### src/hdl/lvd_pkg.sv
// Shared types and constants of the LZW varint decoder.
package lvd_pkg;

    localparam int BYTE_W       = 8;
    localparam int CODE_W       = 10;
    localparam int PREV_W       = 9;
    localparam int WORD_LANES   = 8;
    localparam int WORD_W       = BYTE_W * WORD_LANES;
    localparam int COUNT_W      = 4;
    localparam int DIGIT_IDX_W  = 3;
    localparam int STACK_DEPTH  = 257;
    localparam int SP_W         = 9;
    localparam int QUEUE_DEPTH  = 4;
    localparam int QPTR_W       = $clog2(QUEUE_DEPTH);
    localparam int QCNT_W       = $clog2(QUEUE_DEPTH + 1);

    localparam logic [CODE_W-1:0]      CODE_MAX      = 10'd1023;
    localparam logic [DIGIT_IDX_W-1:0] DIGIT_IDX_MAX = 3'd7;
    localparam logic [CODE_W-1:0]      FIRST_LEARNED = 10'd256;
    localparam logic [COUNT_W-1:0]     LANES_FULL    = 4'd8;

    // One finished code as handed from the front end to the back end.
    typedef struct packed {
        logic [CODE_W-1:0] code;
        logic              ovf;
    } code_cmd_t;

endpackage

### src/hdl/lvd_fifo.sv
// Short register queue of finished codes between front end and back end.
module lvd_fifo (
    input  logic               clk,
    input  logic               rst_n,
    input  lvd_pkg::code_cmd_t push_data,
    input  logic               push_valid,
    output logic               push_ready,
    output lvd_pkg::code_cmd_t pop_data,
    output logic               pop_valid,
    input  logic               pop_ready
);

    lvd_pkg::code_cmd_t slots [lvd_pkg::QUEUE_DEPTH];

    logic [lvd_pkg::QPTR_W-1:0] wr_ptr_reg, wr_ptr_next;
    logic [lvd_pkg::QPTR_W-1:0] rd_ptr_reg, rd_ptr_next;
    logic [lvd_pkg::QCNT_W-1:0] count_reg, count_next;
    logic                       do_push;
    logic                       do_pop;

    assign push_ready = (count_reg != lvd_pkg::QCNT_W'(lvd_pkg::QUEUE_DEPTH));
    assign pop_valid  = (count_reg != '0);
    assign pop_data   = slots[rd_ptr_reg];
    assign do_push    = push_valid & push_ready;
    assign do_pop     = pop_valid & pop_ready;

    always_comb
    begin
        wr_ptr_next = do_push ? wr_ptr_reg + lvd_pkg::QPTR_W'(1) : wr_ptr_reg;
        rd_ptr_next = do_pop ? rd_ptr_reg + lvd_pkg::QPTR_W'(1) : rd_ptr_reg;
        count_next  = count_reg;
        if (do_push && !do_pop)
        begin
            count_next = count_reg + lvd_pkg::QCNT_W'(1);
        end
        else if (do_pop && !do_push)
        begin
            count_next = count_reg - lvd_pkg::QCNT_W'(1);
        end
    end

    always_ff @(posedge clk)
    begin
        if (do_push)
        begin
            slots[wr_ptr_reg] <= push_data;
        end
    end

    always_ff @(posedge clk or negedge rst_n)
    begin
        if (!rst_n)
        begin
            wr_ptr_reg <= '0;
            rd_ptr_reg <= '0;
            count_reg  <= '0;
        end
        else
        begin
            wr_ptr_reg <= wr_ptr_next;
            rd_ptr_reg <= rd_ptr_next;
            count_reg  <= count_next;
        end
    end

endmodule

### config.mk
export PLATFORM = sky130hd
export DESIGN_NAME = lvd_fifo
export DESIGN_NICKNAME = d
export VERILOG_FILES = /design/src/hdl/lvd_pkg.sv /design/src/hdl/lvd_fifo.sv
export SDC_FILE = /design/constraint.sdc
export NUM_CORES = 1
export LEC_CHECK = 0
export BUFFER_PORTS_ARGS = -buffer_cell sky130_fd_sc_hd__clkbuf_2
export CORE_ASPECT_RATIO = 0.6
export CORE_MARGIN = 3
export CORE_UTILIZATION = 45
export DETAILED_ROUTE_END_ITERATION = 8
export PLACE_DENSITY = 0.65
export RECOVER_POWER = 25
export SLEW_MARGIN = 20
export SYNTH_ARGS = -nofsm -noshare
export SYNTH_HDL_FRONTEND = slang
export SYNTH_SLANG_ARGS = --single-unit
### constraint.sdc
create_clock -name clk -period 6 [get_ports clk]
set_input_delay 0.6 -clock clk [delete_from_list [all_inputs] [get_ports clk]]
set_output_delay 0.6 -clock clk [all_outputs]
set_load 0.05 [all_outputs]
==> qor.csv <==
stage;metric;value;unit
synth;yosysWarnings;0;
sta;final_max_slew_viol_count;0;
power;vdd_drop_max;0.2749;mV
sta;max_clock_freq;0.3805;GHz
power;p_leak;0.8287;nW
power;powerDensity;546.1;mW/mm²
synth;synth_top_family_by_area;multiplexers;
critical_path;reg2reg_to;count_reg[2];
critical_path;ff2ff_setup_slack;3930;ps
clock_tree;cts_setup_buffers;0;
critical_path;endpoint_kind;output pin;
sta;worstMarginPinSlew;775.7;ps
global_route;grt_pass1_vias;959;
die;ioPinCount;28;
synth;synth_compound_area_share;0.5587;%
sta;fin_crit;2628;ps
drt;wl_met1;1487;µm
global_route;grt_antenna_before_repair;0;
critical_path;worstSetupPathType;reg2out;
synth;synthXorXnorAreaFrac;2.607;%
synth;netlist.area_leader.share;65.55;%
synth;yosysTopAreaCell;edfxtp_1;
critical_path;timing.rr.start;count_reg[2];
place;dp_hpwl;2072;µm
place;io_buffers;27;
layout;largest_register_ffs;44;
place;place_congestion;0.6441;
drt;firstDrtPassIters;2;
layout;final_nets;145;
die;die_h;57.84;µm
critical_path;cp.arrival;2030;ps
synth;syn_inst;92;
clock_tree;clkSinkCount;51;
global_route;grt-ovfl-total;0;
synth;ys_types;20;
synth;syn_nets;113;
drt;routed_wl;3048;µm
synth;mappedNetlistArea;0.002016;mm²
synth;synth_area_leaders;edfxtp_1 (66%), mux4_2 (8.9%), dfrtp_1 (8.7%);
synth;synth_seq_cells;51;
clock_tree;cts_resized;0;
drt;top_layer;met4;
global_route;grt_pass1_wl;5064;µm
drt;wl_met2;1418;µm
critical_path;cp_slowest_cell;dfrtp_1;
drt;via_per_inst;5.038;
synth;synthAdderAreaFrac;4.097;%
clock_tree;insertion_delay;290;ps
run;cap_violations;0;
clock_tree;htree_levels;2;
sta;rsz0062_at_grt;no;
critical_path;reg2reg_depth;8;
drt;drc;0;
layout;diodes;0;
drt;drt-wirelength-per-cell;16.48;µm
sta;relSlewSlack;48.29;%
clock_tree;numCtsBuffers;5;
die;fp.dieArea;0.005345;mm²
sta;tns;0;ps
clock_tree;cts_tree;done;
global_route;grt_max_degree;16;
synth;avgSynthCellArea;21.91;µm²
global_route;grt_usage;12.86;%
clock_tree;root_buffer;clkbuf_8;
min_path;hp-class;in2async;
clock_tree;cts_buffer_depth;2;
critical_path;crit_fanout;13;
die;die_width;92.41;µm
sta;finalCritPeriodShare;43.80;%
die;core;0.004212;mm²
layout;nFillCells;337;
synth;synth-seq-area-share;74.24;%
drt;dr_wl_met3;129;µm
clock_tree;cts-hold-fix-buffers;0;
sta;finClkSkew;3.541;ps
critical_path;cp-start-kind;flip-flop;
sta;hold_ws;199.2;ps
critical_path;required;5400;ps
critical_path;slowest_delay;850;ps
sta;hold_violations;0;
drt;ant_nets;0;
layout;syn2layout_area_growth;14.52;%
place;place_inst;177;
synth;synthSimpleGateAreaFrac;3.166;%
drt;vias;932;
synth;synthMuxAreaShare;13.97;%
sta;finalSetupViolCount;0;
layout;drive_gt1_share;32.00;%
layout;final_cells;185;
critical_path;cp_cell_sequence;mux4_1 -> clkbuf_2;
die;start_util;47.86;%
die;num_rows;18;
outcome;outcome;finished, final reports clean;
drt;initialDrtViolationCount;44;
clock_tree;path_clk_slew;90;ps
## metal layers
layer / global-route usage, % / up-vias
li1: - / 426
met1: 18.68 / 487
met2: 19.59 / 17
met3: 4.021 / 2
met4: 2.537 / 0
met5: 0 / -
## through the flow
stage	power (mW)	instance area (µm²)	util, %	setup WS, ps
finish	1.261	2308	54.81	3372
global route	1.326	2308	54.81	3193
CTS	1.277	2317	55.02	3321
detailed placement	1.049	2210	52.47	3652
global placement	1.037	2210	52.47	3660
floorplan	0.9437	2016	-	3944
## layout make-up
class / count / area, µm² / area share (%)
flip-flops and latches: 51 / 1496 / 64.82
multi-input cells: 36 / 491.7 / 21.30
repair buffers: 27 / 126.4 / 5.474
well taps: 60 / 75.07 / 3.252
clock buffers: 5 / 68.82 / 2.981
clock inverters: 3 / 38.79 / 1.680
inverters: 3 / 11.26 / 0.4878
## synthesized netlist by cell type
| cell type | n |
|---|---|
| edfxtp_1 | 44 |
| mux4_2 | 8 |
| dfrtp_1 | 7 |
| ha_1 | 5 |
| and2_1 | 4 |
| xnor2_1 | 4 |
| inv_1 | 3 |
| mux4_1 | 3 |
| nor2_1 | 2 |
| xor2_1 | 2 |
| a21boi_2 | 1 |
| buf_2 | 1 |
| buf_6 | 1 |
| fa_1 | 1 |
| mux2_1 | 1 |
| mux2_2 | 1 |
| nand2_1 | 1 |
| nand2_2 | 1 |
| nand3_2 | 1 |
| or3_4 | 1 |
## layout by cell type, fill, tap and decap left out
| cell type | Yosys | final |
|---|---|---|
| a21boi_2 | 1 | 1 |
| and2_1 | 4 | 4 |
| bufinv_16 | 0 | 1 |
| clkbuf_1 | 0 | 7 |
| clkbuf_2 | 0 | 20 |
| clkbuf_8 | 0 | 5 |
| clkinv_1 | 0 | 1 |
| clkinv_2 | 0 | 1 |
| dfrtp_1 | 7 | 7 |
| edfxtp_1 | 44 | 44 |
| fa_1 | 1 | 1 |
| ha_1 | 5 | 5 |
| inv_1 | 3 | 3 |
| mux2_1 | 1 | 1 |
| mux2_2 | 1 | 1 |
| mux4_1 | 3 | 3 |
| mux4_2 | 8 | 8 |
| nand2_1 | 1 | 1 |
| nand2_2 | 1 | 1 |
| nand3_2 | 1 | 1 |
| nor2_1 | 2 | 2 |
| or3_4 | 1 | 1 |
| xnor2_1 | 4 | 4 |
| xor2_1 | 2 | 2 |
## where the power goes
part / internal (mW) / leakage [nW] / switching [mW] / total, mW
clock: 0.122 / 0.0556 / 0.106 / 0.228
combinational: 0.165 / 0.288 / 0.316 / 0.482
sequential: 0.477 / 0.485 / 0.0740 / 0.551
total: 0.764 / 0.829 / 0.496 / 1.26
## how the worst max path moves through the flow
stage	startpoint	end	cells after the start
6_report	rd_ptr_reg[0]	pop_data[6]	2
2_1_floorplan	count_reg[2]	count_reg[2]	8
5_1_grt	rd_ptr_reg[0]	pop_data[6]	2
4_1_cts	rd_ptr_reg[0]	pop_data[6]	2
3_5_place_dp	rd_ptr_reg[0]	pop_data[6]	2
3_3_place_gp	rd_ptr_reg[0]	pop_data[7]	2
## cells by family after synthesis
family,after synthesis
flops,51
mux,13
simple gates,10
xor+xnor,6
fa+ha+maj,6
buf+inv,5
compound gates,1
## worst max-delay path: cells and delay by family, from the launching register on
family                 cells  cell delay, ps
flip-flops                 1             850
multiplexers               1             630
buffers and inverters      1             250
No activity file was read; power rests on OpenSTA's default activity.
