`config.mk`:
```
export PLATFORM = sky130hd
export DESIGN_NAME = lvd_front_flat
export DESIGN_NICKNAME = d
export VERILOG_FILES = /design/src/hdl/lvd_pkg.sv /design/src/hdl/lvd_if.sv /design/src/hdl/lvd_front.sv /design/src/flat_wrapper.sv
export SDC_FILE = /design/constraint.sdc
export NUM_CORES = 1
export LEC_CHECK = 0
export ABC_CLOCK_PERIOD_IN_PS = 5070
export BUFFER_PORTS_ARGS = -buffer_cell sky130_fd_sc_hd__buf_2
export CAP_MARGIN = 25
export CORE_MARGIN = 2
export CORE_UTILIZATION = 47
export DETAILED_ROUTE_END_ITERATION = 8
export HOLD_SLACK_MARGIN = 0.06
export PLACE_DENSITY = 0.68
export RECOVER_POWER = 50
export SLEW_MARGIN = 0
export SYNTH_ARGS = -nofsm -noshare
export SYNTH_HDL_FRONTEND = slang
export SYNTH_SLANG_ARGS = --single-unit
export TNS_END_PERCENT = 30
```
`constraint.sdc`:
```
create_clock -name clk -period 5.07 [get_ports clk]
set_input_delay 0.2535 -clock clk [delete_from_list [all_inputs] [get_ports clk]]
set_output_delay 0.2535 -clock clk [all_outputs]
set_load 0.005 [all_outputs]
```
`src/hdl/lvd_pkg.sv`:
```
// Shared types and constants of the LZW varint decoder.
package lvd_pkg;

    localparam int BYTE_W       = 8;
    localparam int CODE_W       = 10;
    localparam int PREV_W       = 9;
    localparam int WORD_LANES   = 8;
    localparam int WORD_W       = BYTE_W * WORD_LANES;
    localparam int COUNT_W      = 4;
    localparam int DIGIT_IDX_W  = 3;
    localparam int STACK_DEPTH  = 257;
    localparam int SP_W         = 9;
    localparam int QUEUE_DEPTH  = 4;
    localparam int QPTR_W       = $clog2(QUEUE_DEPTH);
    localparam int QCNT_W       = $clog2(QUEUE_DEPTH + 1);

    localparam logic [CODE_W-1:0]      CODE_MAX      = 10'd1023;
    localparam logic [DIGIT_IDX_W-1:0] DIGIT_IDX_MAX = 3'd7;
    localparam logic [CODE_W-1:0]      FIRST_LEARNED = 10'd256;
    localparam logic [COUNT_W-1:0]     LANES_FULL    = 4'd8;

    // One finished code as handed from the front end to the back end.
    typedef struct packed {
        logic [CODE_W-1:0] code;
        logic              ovf;
    } code_cmd_t;

endpackage

```
`src/hdl/lvd_if.sv`:
```
// Valid/ready channel interfaces for compressed bytes and decoded words.
interface lvd_in_if;
    logic       valid;
    logic       ready;
    logic [7:0] in_byte;
    logic       stream_end;

    modport source (output valid, output in_byte, output stream_end, input ready);
    modport sink (input valid, input in_byte, input stream_end, output ready);
endinterface


```
`src/hdl/lvd_front.sv`:
```
// Front end: assembles base-128 digits into codes and passes finished codes on.
module lvd_front (
    input  logic               clk,
    input  logic               rst_n,
    lvd_in_if.sink             code_bytes,
    output lvd_pkg::code_cmd_t cmd,
    output logic               cmd_valid,
    input  logic               cmd_ready
);

    logic [lvd_pkg::CODE_W-1:0]      accum_reg, accum_next;
    logic [lvd_pkg::DIGIT_IDX_W-1:0] idx_reg, idx_next;
    logic                            ovf_reg, ovf_next;

    logic [6:0]  digit;
    logic [14:0] add;
    logic [14:0] sum;
    logic        term;
    logic        ovf_now;
    logic [lvd_pkg::CODE_W-1:0] code_sat;

    // A terminating byte carries 255 minus its value; both forms fit in seven bits.
    assign digit = code_bytes.in_byte[7] ? 7'(8'd255 - code_bytes.in_byte)
                                         : code_bytes.in_byte[6:0];
    assign term  = code_bytes.in_byte[7] | code_bytes.stream_end;

    always_comb
    begin
        add = '0;
        if (idx_reg == 3'd0)
        begin
            add = 15'(digit);
        end
        else if (idx_reg == 3'd1)
        begin
            add = {1'b0, digit, 7'b0};
        end
        sum      = 15'(accum_reg) + add;
        ovf_now  = ovf_reg | ((idx_reg > 3'd1) && (digit != 7'd0))
                 | (sum > 15'(lvd_pkg::CODE_MAX));
        code_sat = (sum > 15'(lvd_pkg::CODE_MAX)) ? lvd_pkg::CODE_MAX : sum[9:0];
    end

    assign code_bytes.ready = cmd_ready;
    assign cmd_valid        = code_bytes.valid & term;
    assign cmd.code         = code_sat;
    assign cmd.ovf          = ovf_now;

    always_comb
    begin
        accum_next = accum_reg;
        idx_next   = idx_reg;
        ovf_next   = ovf_reg;
        if (code_bytes.valid && cmd_ready)
        begin
            if (term)
            begin
                accum_next = '0;
                idx_next   = '0;
                ovf_next   = 1'b0;
            end
            else
            begin
                accum_next = code_sat;
                idx_next   = (idx_reg == lvd_pkg::DIGIT_IDX_MAX) ? idx_reg : idx_reg + 3'd1;
                ovf_next   = ovf_now;
            end
        end
    end

    always_ff @(posedge clk or negedge rst_n)
    begin
        if (!rst_n)
        begin
            accum_reg <= '0;
            idx_reg   <= '0;
            ovf_reg   <= 1'b0;
        end
        else
        begin
            accum_reg <= accum_next;
            idx_reg   <= idx_next;
            ovf_reg   <= ovf_next;
        end
    end

endmodule

```
`src/flat_wrapper.sv`:
```
// flat-port wrapper written by rule: the top's interface ports become plain ports
module lvd_front_flat 
  (clk, rst_n, cmd, cmd_valid, cmd_ready, code_bytes_valid, code_bytes_in_byte, code_bytes_stream_end, code_bytes_ready);
  lvd_in_if code_bytes_i ();
  input  logic clk;
  input  logic rst_n;
  output lvd_pkg::code_cmd_t cmd;
  output logic cmd_valid;
  input  logic cmd_ready;
  input wire logic [$bits(code_bytes_i.valid)-1:0] code_bytes_valid;
  input wire logic [$bits(code_bytes_i.in_byte)-1:0] code_bytes_in_byte;
  input wire logic [$bits(code_bytes_i.stream_end)-1:0] code_bytes_stream_end;
  output wire logic [$bits(code_bytes_i.ready)-1:0] code_bytes_ready;
  assign code_bytes_i.valid = code_bytes_valid;
  assign code_bytes_i.in_byte = code_bytes_in_byte;
  assign code_bytes_i.stream_end = code_bytes_stream_end;
  assign code_bytes_ready = code_bytes_i.ready;
  lvd_front u_core (.clk(clk), .rst_n(rst_n), .code_bytes(code_bytes_i), .cmd(cmd), .cmd_valid(cmd_valid), .cmd_ready(cmd_ready));
endmodule
```
==> results.sh, run 1 <==
export IMPL_grt_first_pass_wirelength_microns=6640
export IMPL_worst_pin_slew_ns=1.20
export IMPL_die_x_microns=62.6
export IMPL_setup_viol=0
export IMPL_drive_gt1_frac=0.151
export IMPL_totalWireLength_microns=3930
export IMPL_gp_congestion=0.931
export IMPL_grt_start_max_net_pins=29
export IMPL_core_area_sq_um=3310
export IMPL_critPathSlowestCell="or3b_1"
export IMPL_rsz0062_at_grt="false"
export IMPL_wl_met2_microns=1850
export IMPL_dp_hpwl_microns=3010
export IMPL_hold_class="input pin to register"
export IMPL_vias_per_cell=5.73
export IMPL_path_clk_slew_ns=0.10
export IMPL_required_ns=4.82
export IMPL_drcViolationCount=0
export IMPL_irDropWorstVdd_mv=0.121
export IMPL_start_util=0.487
export IMPL_fillers=348
export IMPL_yosys_warnings=0
export IMPL_num_antenna_cells=0
export IMPL_port_buffers=25
export IMPL_cpLargestDelayFamily="simple AND/OR/NAND/NOR gates"
export IMPL_crit_chain="inv_1 > ha_1 > or3b_1 > nor2_1 > ha_1 > and3_4 > and3_1 > a221o_1 > a221oi_2 > mux2i_1 > nor4_4 > buf_4 > nand2_1 > buf_2"
export IMPL_first_pass_iters=4
export IMPL_synthArstFlopShare=1.00
export IMPL_syn_num_nets=236
export IMPL_finalCritPeriodShare=0.830
export IMPL_ys_seq_area_frac=0.217
export IMPL_syn_avg_cell_area_sq_um=7.75
export IMPL_dieArea_sq_um=3910
export IMPL_hold_depth=4
export IMPL_max_freq_mhz=238
export IMPL_largest_reg_flops=10
export IMPL_end_kind="primary output"
export IMPL_cts_tree="built"
export IMPL_holdPathEnd="u_core.accum_reg[8]"
export IMPL_root_buffer="clkbuf_4"
export IMPL_highest_layer="met4"
export IMPL_crit_path_max_fanout=22
export IMPL_hold_viol=0
export IMPL_timing_rr_end="u_core.accum_reg[1]"
export IMPL_tns_ns=0
export IMPL_synth_largest_area_cell="dfrtp_1"
export IMPL_pin_count=26
export IMPL_numClockSinks=14
export IMPL_p_per_area_nw_per_um2=249
export IMPL_r2r_slack_ns=1.40
export IMPL_cp_arrival_ns=3.96
export IMPL_wl_per_cell_microns=14.5
export IMPL_num_nets_final=254
export IMPL_fin_crit_ns=4.21
export IMPL_crit_buf_inv=3
export IMPL_hp_start="code_bytes_stream_end"
export IMPL_grt_ovfl_total=0
export IMPL_leakage_uw=0.000804
export IMPL_htree_levels=1
export IMPL_worst_clock_skew_ns=0.00407
export IMPL_maxCapViolCount=0
export IMPL_antenna_found_initial=0
export IMPL_status="complete, no violations"
export IMPL_ys_types=50
export IMPL_ant_nets=0
export IMPL_cp_common_cell="ha_1"
export IMPL_die_y_microns=62.6
export IMPL_timing_rr_start="u_core.idx_reg[0]"
export IMPL_slew_violations=0
export IMPL_synth_edf_count=0
export IMPL_vias=1552
export IMPL_worstSkewPairLatency_ns=0.30
export IMPL_synth_cells=208
export IMPL_p_total_uw=442
export IMPL_crit_type="register to primary output"
export IMPL_reg2reg_depth=13
export IMPL_ys_ff_latch=14
export IMPL_drtIter0Drc=44
export IMPL_clk_path_buf_depth=2
export IMPL_grt_pass1_vias=1426
export IMPL_synth_ff_type="dfrtp_1"
export IMPL_wl_met3_microns=179
export IMPL_critPathLaunchType="register"
export IMPL_yosysMostFrequentCell="a21oi_1"
export IMPL_critPathMaxStageDelay_ns=0.47
export IMPL_grt_usage=0.206
export IMPL_wl_met1_microns=1840
export IMPL_syn_cell_area_sq_um=1610
export IMPL_numCtsBuffers=3
export IMPL_row_count=21
export IMPL_area_delta_synth_final_pct=10.2
export IMPL_yosys_top_cells_count="a21oi_1 (24), nand2_1 (21), nor2_1 (17)"
export IMPL_synth_top_area_share=0.217
export IMPL_maxSlewHeadroom=0.199
export IMPL_synth_area_leaders="dfrtp_1 (22%), ha_1 (11%), a21oi_1 (7.5%)"
[area by class of cell]
class	count	area [sq um]	area share
clock buffers	4	36.3	0.0204
inverters	6	22.5	0.0127
multi-input cells	174	1170	0.658
flip-flops and latches	14	350	0.197
well taps	46	57.6	0.0324
repair buffers	27	140	0.0789
[per-stage QoR]
| step | worst slack [ns] | hold slack [ns] | cells | util | area, sq um |
|---|---|---|---|---|---|
| floorplan | 1.19 | -0.0421 | 208 | - | 1610 |
| global placement | 1.34 | 0.173 | 266 | 0.523 | 1730 |
| detailed placement | 1.22 | 0.177 | 266 | 0.523 | 1730 |
| CTS | 0.871 | 0.382 | 271 | 0.537 | 1780 |
| global route | 0.517 | 0.394 | 271 | 0.536 | 1780 |
| finish | 0.861 | 0.391 | 271 | 0.536 | 1780 |
[layer usage]
metal	up-vias	global-route usage
met5	-	0
met1	716	0.287
met4	0	0.0556
li1	789	-
met2	40	0.327
met3	7	0.0396
[report_power, final]
part	switching, uW	internal [uW]	total, uW
Clock	45.6	43.9	89.5
Sequential	8.91	123	132
Combinational	124	96.5	221
[worst max path at each step]
stage	cells after the start	slack [ns]	endpoint	startpoint
after global placement	14	1.34	cmd[7]	u_core.idx_reg[0]
after detailed placement	14	1.22	cmd[0]	u_core.idx_reg[0]
final	14	0.86	cmd[0]	u_core.idx_reg[0]
after CTS	14	0.87	cmd[0]	u_core.idx_reg[0]
after global routing	14	0.52	cmd[0]	code_bytes_in_byte[7]
after floorplan	16	1.19	cmd[0]	code_bytes_in_byte[7]
[cells in the final DEF (no fill, tap or decap), drive strengths merged, types with 5 or more instances in the layout]
master,instances
a21oi,24
a31oi,8
buf,24
clkbuf,6
dfrtp,14
ha,14
inv,6
nand2,21
nand2b,6
nor2,17
o211ai,5
o21ai,11
xnor2,10
xor2,5
[cells by family (layout without fill, tap and decap cells)]
family	after synthesis	count (layout)	share of synthesized area
simple gates	75	75	0.248
mux	2	2	0.0132
flops	14	14	0.217
compound gates	67	67	0.262
fa+ha+maj	15	15	0.121
xor+xnor	15	15	0.0815
buf+inv	20	37	0.0575
[worst reg2reg max path: cells and delay by family, from the launching register on]
kind | cells | cell delay [ns]
mux | 1 | 0.14
fa+ha+maj | 2 | 0.54
compound gates | 3 | 0.74
flops | 1 | 0.43
buf+inv | 2 | 0.36
simple gates | 5 | 1.34
[what timing repair did]
| item | in CTS | in global routing |
|---|---|---|
| setup buffers | 0 | 0 |
| hold buffers | 1 | 0 |
| hold endpoints to repair | 14 | 0 |
| gates resized for setup | 0 | 0 |
Power figures use the tool's default switching activity.
==> run 2, diff against run 1 <==
- ABC_CLOCK_PERIOD_IN_PS: 5070 -> 3800
- PLACE_DENSITY: 0.68 -> 0.71
- clock period: 5.07 -> 3.8 ns (I/O delays scaled with it)
==> run 2 against run 1 <==
The flow now finishes with violations (setup timing). Die area unchanged. First-iteration DRC count is 50% higher. Non-clock buffer count increased by 12. Clock power grew 22%. Clock-buffer cell count did not move. Design area increased by 15%. Sequential cell count unchanged. Global-route usage down 1.3 points. Clock skew grew 0.0061 ns. Highest routed layer unchanged.
==> results.sh, run 2 (same netlist as run 1, synthesis figures left out) <==
export IMPL_die_y_microns=62.6
export IMPL_crit_path_max_fanout=6
export IMPL_drive_gt1_frac=0.262
export IMPL_vias_per_cell=5.70
export IMPL_cts_tree="built"
export IMPL_fillers=320
export IMPL_hold_class="input pin to register"
export IMPL_seqPwrFrac=0.267
export IMPL_leakage_uw=0.000895
export IMPL_wl_per_cell_microns=14.9
export IMPL_finalCritPeriodShare=1.02
export IMPL_grt_first_pass_wirelength_microns=6230
export IMPL_worst_clock_skew_ns=0.0102
export IMPL_first_pass_iters=4
export IMPL_switching_share=0.387
export IMPL_grt_usage=0.193
export IMPL_end_kind="primary output"
export IMPL_drcViolationCount=0
export IMPL_grt_pass1_vias=1316
export IMPL_setup_viol=11
export IMPL_row_count=21
export IMPL_required_ns=3.61
export IMPL_port_buffers=25
export IMPL_crit_type="register to primary output"
export IMPL_wl_met2_microns=2030
export IMPL_maxSlewHeadroom=0.379
export IMPL_antenna_found_initial=0
export IMPL_pin_count=26
export IMPL_vias=1612
export IMPL_gp_congestion=0.918
export IMPL_grt_start_max_net_pins=19
export IMPL_worstSkewPairLatency_ns=0.28
export IMPL_core_area_sq_um=3310
export IMPL_fin_crit_ns=3.88
export IMPL_reg2reg_depth=14
export IMPL_path_clk_slew_ns=0.10
export IMPL_ant_nets=0
export IMPL_num_nets_final=266
export IMPL_critPathMaxStageDelay_ns=0.45
export IMPL_start_util=0.487
export IMPL_worst_pin_slew_ns=0.924
export IMPL_cp_arrival_ns=3.69
export IMPL_pwr_share_clk=0.165
export IMPL_num_antenna_cells=0
export IMPL_critPathLaunchType="register"
export IMPL_max_freq_mhz=258
export IMPL_grt_ovfl_total=0
export IMPL_p_sw_uw=256
export IMPL_tns_ns=-0.594
export IMPL_drtIter0Drc=66
export IMPL_rsz0062_at_grt="true"
export IMPL_hold_viol=0
export IMPL_wl_met1_microns=1980
export IMPL_area_delta_synth_final_pct=26.5
export IMPL_layout_common_cells="a21oi_1 (24), buf_2 (21), nand2_1 (18), nor2_1 (14), dfrtp_1 (14)"
export IMPL_combPwrFrac=0.568
export IMPL_dieArea_sq_um=3910
export IMPL_status="finished with violations"
export IMPL_p_per_area_nw_per_um2=324
export IMPL_wl_met3_microns=193
export IMPL_setup_slack_ns=-0.0762
export IMPL_crit_chain="inv_2 > ha_4 > or3b_4 > nor2_4 > ha_4 > and3_4 > and3_4 > a221o_1 > a221oi_2 > mux2i_2 > nor4_4 > clkbuf_16 > nand2_1 > buf_2"
export IMPL_violations="setup timing"
export IMPL_highest_layer="met4"
export IMPL_htree_levels=1
export IMPL_die_x_microns=62.6
export IMPL_slew_violations=0
export IMPL_pre_cts_ws_ns=0.145
export IMPL_dp_hpwl_microns=2920
export IMPL_critPathSlowestCell="or3b_4"
export IMPL_p_int_uw=404
export IMPL_numClockSinks=14
export IMPL_hold_depth=4
export IMPL_layout_commonest_cell="a21oi_1"
export IMPL_maxCapViolCount=0
export IMPL_totalWireLength_microns=4230
export IMPL_largest_reg_flops=10
export IMPL_irDropWorstVdd_mv=0.239
export IMPL_root_buffer="clkbuf_4"
export IMPL_numCtsBuffers=3
export IMPL_clk_path_buf_depth=2
## run 2: cell types whose count changed in the layout (fill, tap and decap cells not counted), sizes merged
cell    delta
buf       +10
bufbuf     +1
clkbuf     +1
## run 2: layer usage
layer,vias to the layer above,track usage
met3,2,0.0252
met1,747,0.295
li1,816,-
met2,47,0.296
met4,0,0.0278
met5,-,0
## run 2: power by group through the flow
stage | Clock [uW] | Sequential [uW] | Combinational [uW]
global route | 117 | 178 | 411
detailed placement | 0 | 178 | 303
floorplan | 0 | 175 | 210
finish | 109 | 176 | 375
global placement | 0 | 178 | 302
CTS | 112 | 175 | 323
## run 2: metrics by stage
stage          cells  hold WS, ns  area (sq um)  total power, uW   util
2_1_floorplan    208       -0.106          1610              386      -
3_3_place_gp     269        0.106          1770              480  0.534
3_5_place_dp     269        0.103          1770              482  0.534
4_1_cts          276        0.317          1860              610  0.560
5_1_grt          283        0.380          2040              706  0.616
6_report         283        0.352          2040              660  0.616
## run 2: path summary, 6_finish.rpt
kind | startpoint | to | slack [ns]
setup / recovery | u_core.idx_reg[1] | cmd[8] | -0.08
hold / removal | code_bytes_stream_end | u_core.accum_reg[1] | 0.35
setup reg to reg | u_core.idx_reg[1] | u_core.accum_reg[8] | 0.11
hold reg to reg | u_core.accum_reg[6] | u_core.accum_reg[6] | 0.52
max in group asynchronous | rst_n | u_core.accum_reg[0] | 2.83
min in group asynchronous | rst_n | u_core.accum_reg[2] | 0.49
## run 2: repair_timing
action | in CTS | in global routing
hold buffers | 1 | 0
buffers inserted | 1 | 6
pin swaps | 1 | 10
endpoints found under the hold margin | 14 | 0
gates cloned | 1 | 1
resized for setup | 1 | 25
endpoints found under the setup margin | 11 | 11
## run 2: final cells by class
class,instances,area [sq um],area share
multi-input cells,174,1270,0.625
flip-flops and latches,14,350,0.172
repair buffers,39,298,0.146
well taps,46,57.6,0.0282
clock buffers,4,36.3,0.0178
inverters,6,22.5,0.0110
## run 2: critical path, delay by kind of cell, from the launching register on
| family | cells | cell delay [ns] |
|---|---|---|
| fa+ha+maj | 2 | 0.39 |
| compound gates | 2 | 0.63 |
| mux | 1 | 0.13 |
| flops | 1 | 0.42 |
| buf+inv | 3 | 0.44 |
| simple gates | 6 | 1.40 |
==> run 3, diff against run 2 <==
- CORE_UTILIZATION: 47 -> 30
- PLACE_DENSITY: 0.71 -> unset
==> run 3 against run 2 <==
The flow now finishes without violations. Design area is 0.43% lower. Register-to-register slack better by 0.13 ns. Wire length up 1.4%. Sequential share of layout area grew 0.074 points. Largest cell class unchanged. Power up 2.8%. Maximum frequency rose by 4.4%. Final cell count rose by 7.4%. Critical path depth grew 1. Worst hold slack improved by 0.044 ns. Sequential power barely moved. Non-clock buffer count shrank 3. Sequential cell count did not move.
==> results.sh, run 3 (same netlist as run 1, synthesis figures left out) <==
export IMPL_grt_usage=0.141
export IMPL_pin_count=26
export IMPL_largest_reg_flops=10
export IMPL_wl_per_cell_microns=14.1
export IMPL_maxCapViolCount=0
export IMPL_cts_tree="built"
export IMPL_cp_arrival_ns=3.52
export IMPL_antenna_found_initial=0
export IMPL_stdcell_count=304
export IMPL_totalWireLength_microns=4290
export IMPL_hold_class="input pin to register"
export IMPL_multiInputGateArea_sq_um=1250
export IMPL_dieArea_sq_um=5970
export IMPL_grt_pass1_vias=1460
export IMPL_crit_type="register to primary output"
export IMPL_htree_levels=1
export IMPL_num_nets_final=263
export IMPL_start_util=0.314
export IMPL_ant_nets=0
export IMPL_area_delta_synth_final_pct=25.9
export IMPL_num_antenna_cells=0
export IMPL_setup_slack_ns=0.0856
export IMPL_seqCellArea_sq_um=350
export IMPL_critPathLaunchType="register"
export IMPL_port_buffers=25
export IMPL_gp_congestion=0.781
export IMPL_leakage_uw=0.000884
export IMPL_vias=1597
export IMPL_worst_clock_skew_ns=0.00487
export IMPL_grt_ovfl_total=0
export IMPL_row_count=26
export IMPL_required_ns=3.61
export IMPL_tns_ns=0
export IMPL_slew_violations=0
export IMPL_crit_chain="inv_1 > ha_2 > or3b_4 > nor2_4 > ha_4 > and3_4 > and3_4 > a221o_1 > a221oi_2 > mux2i_1 > nor4_4 > buf_4 > clkbuf_16 > nand2_1 > buf_2"
export IMPL_clk_path_buf_depth=2
export IMPL_critPathSlowestCell="or3b_4"
export IMPL_vias_per_cell=5.25
export IMPL_grt_start_max_net_pins=28
export IMPL_fin_crit_ns=3.71
export IMPL_drive_gt1_frac=0.235
export IMPL_maxSlewHeadroom=0.344
export IMPL_dp_hpwl_microns=3200
export IMPL_rsz0062_at_grt="true"
export IMPL_pre_cts_ws_ns=0.235
export IMPL_irDropWorstVdd_mv=0.170
export IMPL_worstSkewPairLatency_ns=0.25
export IMPL_die_x_microns=77.3
export IMPL_max_freq_mhz=269
export IMPL_drtIter0Drc=97
export IMPL_setup_viol=0
export IMPL_numCtsBuffers=3
export IMPL_path_clk_slew_ns=0.07
export IMPL_worst_pin_slew_ns=0.977
export IMPL_cp_common_cell="and3_4"
export IMPL_fin_util=0.395
export IMPL_numClockSinks=14
export IMPL_root_buffer="clkbuf_8"
export IMPL_core_area_sq_um=5140
export IMPL_first_pass_iters=4
export IMPL_crit_path_max_fanout=5
export IMPL_p_per_area_nw_per_um2=334
export IMPL_critPathMaxStageDelay_ns=0.45
export IMPL_status="complete, no violations"
export IMPL_finalCritPeriodShare=0.977
export IMPL_die_y_microns=77.3
export IMPL_grt_first_pass_wirelength_microns=6960
export IMPL_fillers=540
export IMPL_layout_common_cells="a21oi_1 (23), buf_2 (23), nand2_1 (21), nor2_1 (14), dfrtp_1 (14)"
export IMPL_hold_viol=0
export IMPL_end_kind="primary output"
export IMPL_drcViolationCount=0
export IMPL_placedCellCount=294
## run 3: cell count changes in the layout (fill, tap and decap cells not counted), sizes merged
cell,delta
buf,-3
## run 3: worst max-delay path, delay by kind of cell (launching register included)
family          cells  cell delay, ns
simple gates        6            1.23
compound gates      2            0.57
buf+inv             4            0.52
flops               1            0.42
fa+ha+maj           2            0.40
mux                 1            0.14
## run 3: per-layer routing
metal / share of wire / wire length (microns) / up-vias / GRT usage
li1: - / - / 809 / -
met1: 0.49 / 2100 / 758 / 0.205
met2: 0.48 / 2050 / 28 / 0.224
met3: 0.031 / 131 / 2 / 0.0294
met4: 0.0016 / 7 / 0 / 0.0107
met5: 0 / 0 / - / 0
## run 3: power by group
group / switching (uW) / internal (uW) / total (uW)
registers: 13.4 / 165 / 178
logic: 181 / 168 / 350
clock network: 58.7 / 91.9 / 151
total: 253 / 425 / 678
## run 3: area by class of cell
cell class              instances  area share
multi-input cells             174       0.617
flip-flops and latches         14       0.173
repair buffers                 36       0.129
well taps                      70      0.0432
clock buffers                   4      0.0271
inverters                       6      0.0111
## run 3: path summary, 6_finish.rpt
path / to / startpoint / cells after the start / slack (ns)
setup / recovery: cmd[8] / u_core.idx_reg[0] / 15 / 0.09
hold / removal: u_core.accum_reg[4] / code_bytes_stream_end / 4 / 0.40
setup reg to reg: u_core.accum_reg[8] / u_core.idx_reg[0] / 15 / 0.24
hold reg to reg: u_core.accum_reg[5] / u_core.accum_reg[5] / 2 / 0.52
max in group asynchronous: u_core.accum_reg[7] / rst_n / 2 / 2.75
min in group asynchronous: u_core.accum_reg[2] / rst_n / 2 / 0.54
## run 3: stage by stage
stage          hold slack, ns  cell area (sq um)  total power, uW
6_report                0.396               2030              678
3_5_place_dp            0.119               1800              486
5_1_grt                 0.434               2030              728
2_1_floorplan          -0.106               1610              386
4_1_cts                 0.385               1900              654
3_3_place_gp            0.112               1800              484
## run 3: timing repair
item / 4_1_cts / 5_1_grt
resized for setup: 0 / 17
endpoints found under the setup margin: 11 / 11
pin swaps: 1 / 6
hold buffers: 1 / 0
hold endpoints to repair: 14 / 0
cloned: 1 / 1
buffers inserted: 0 / 3
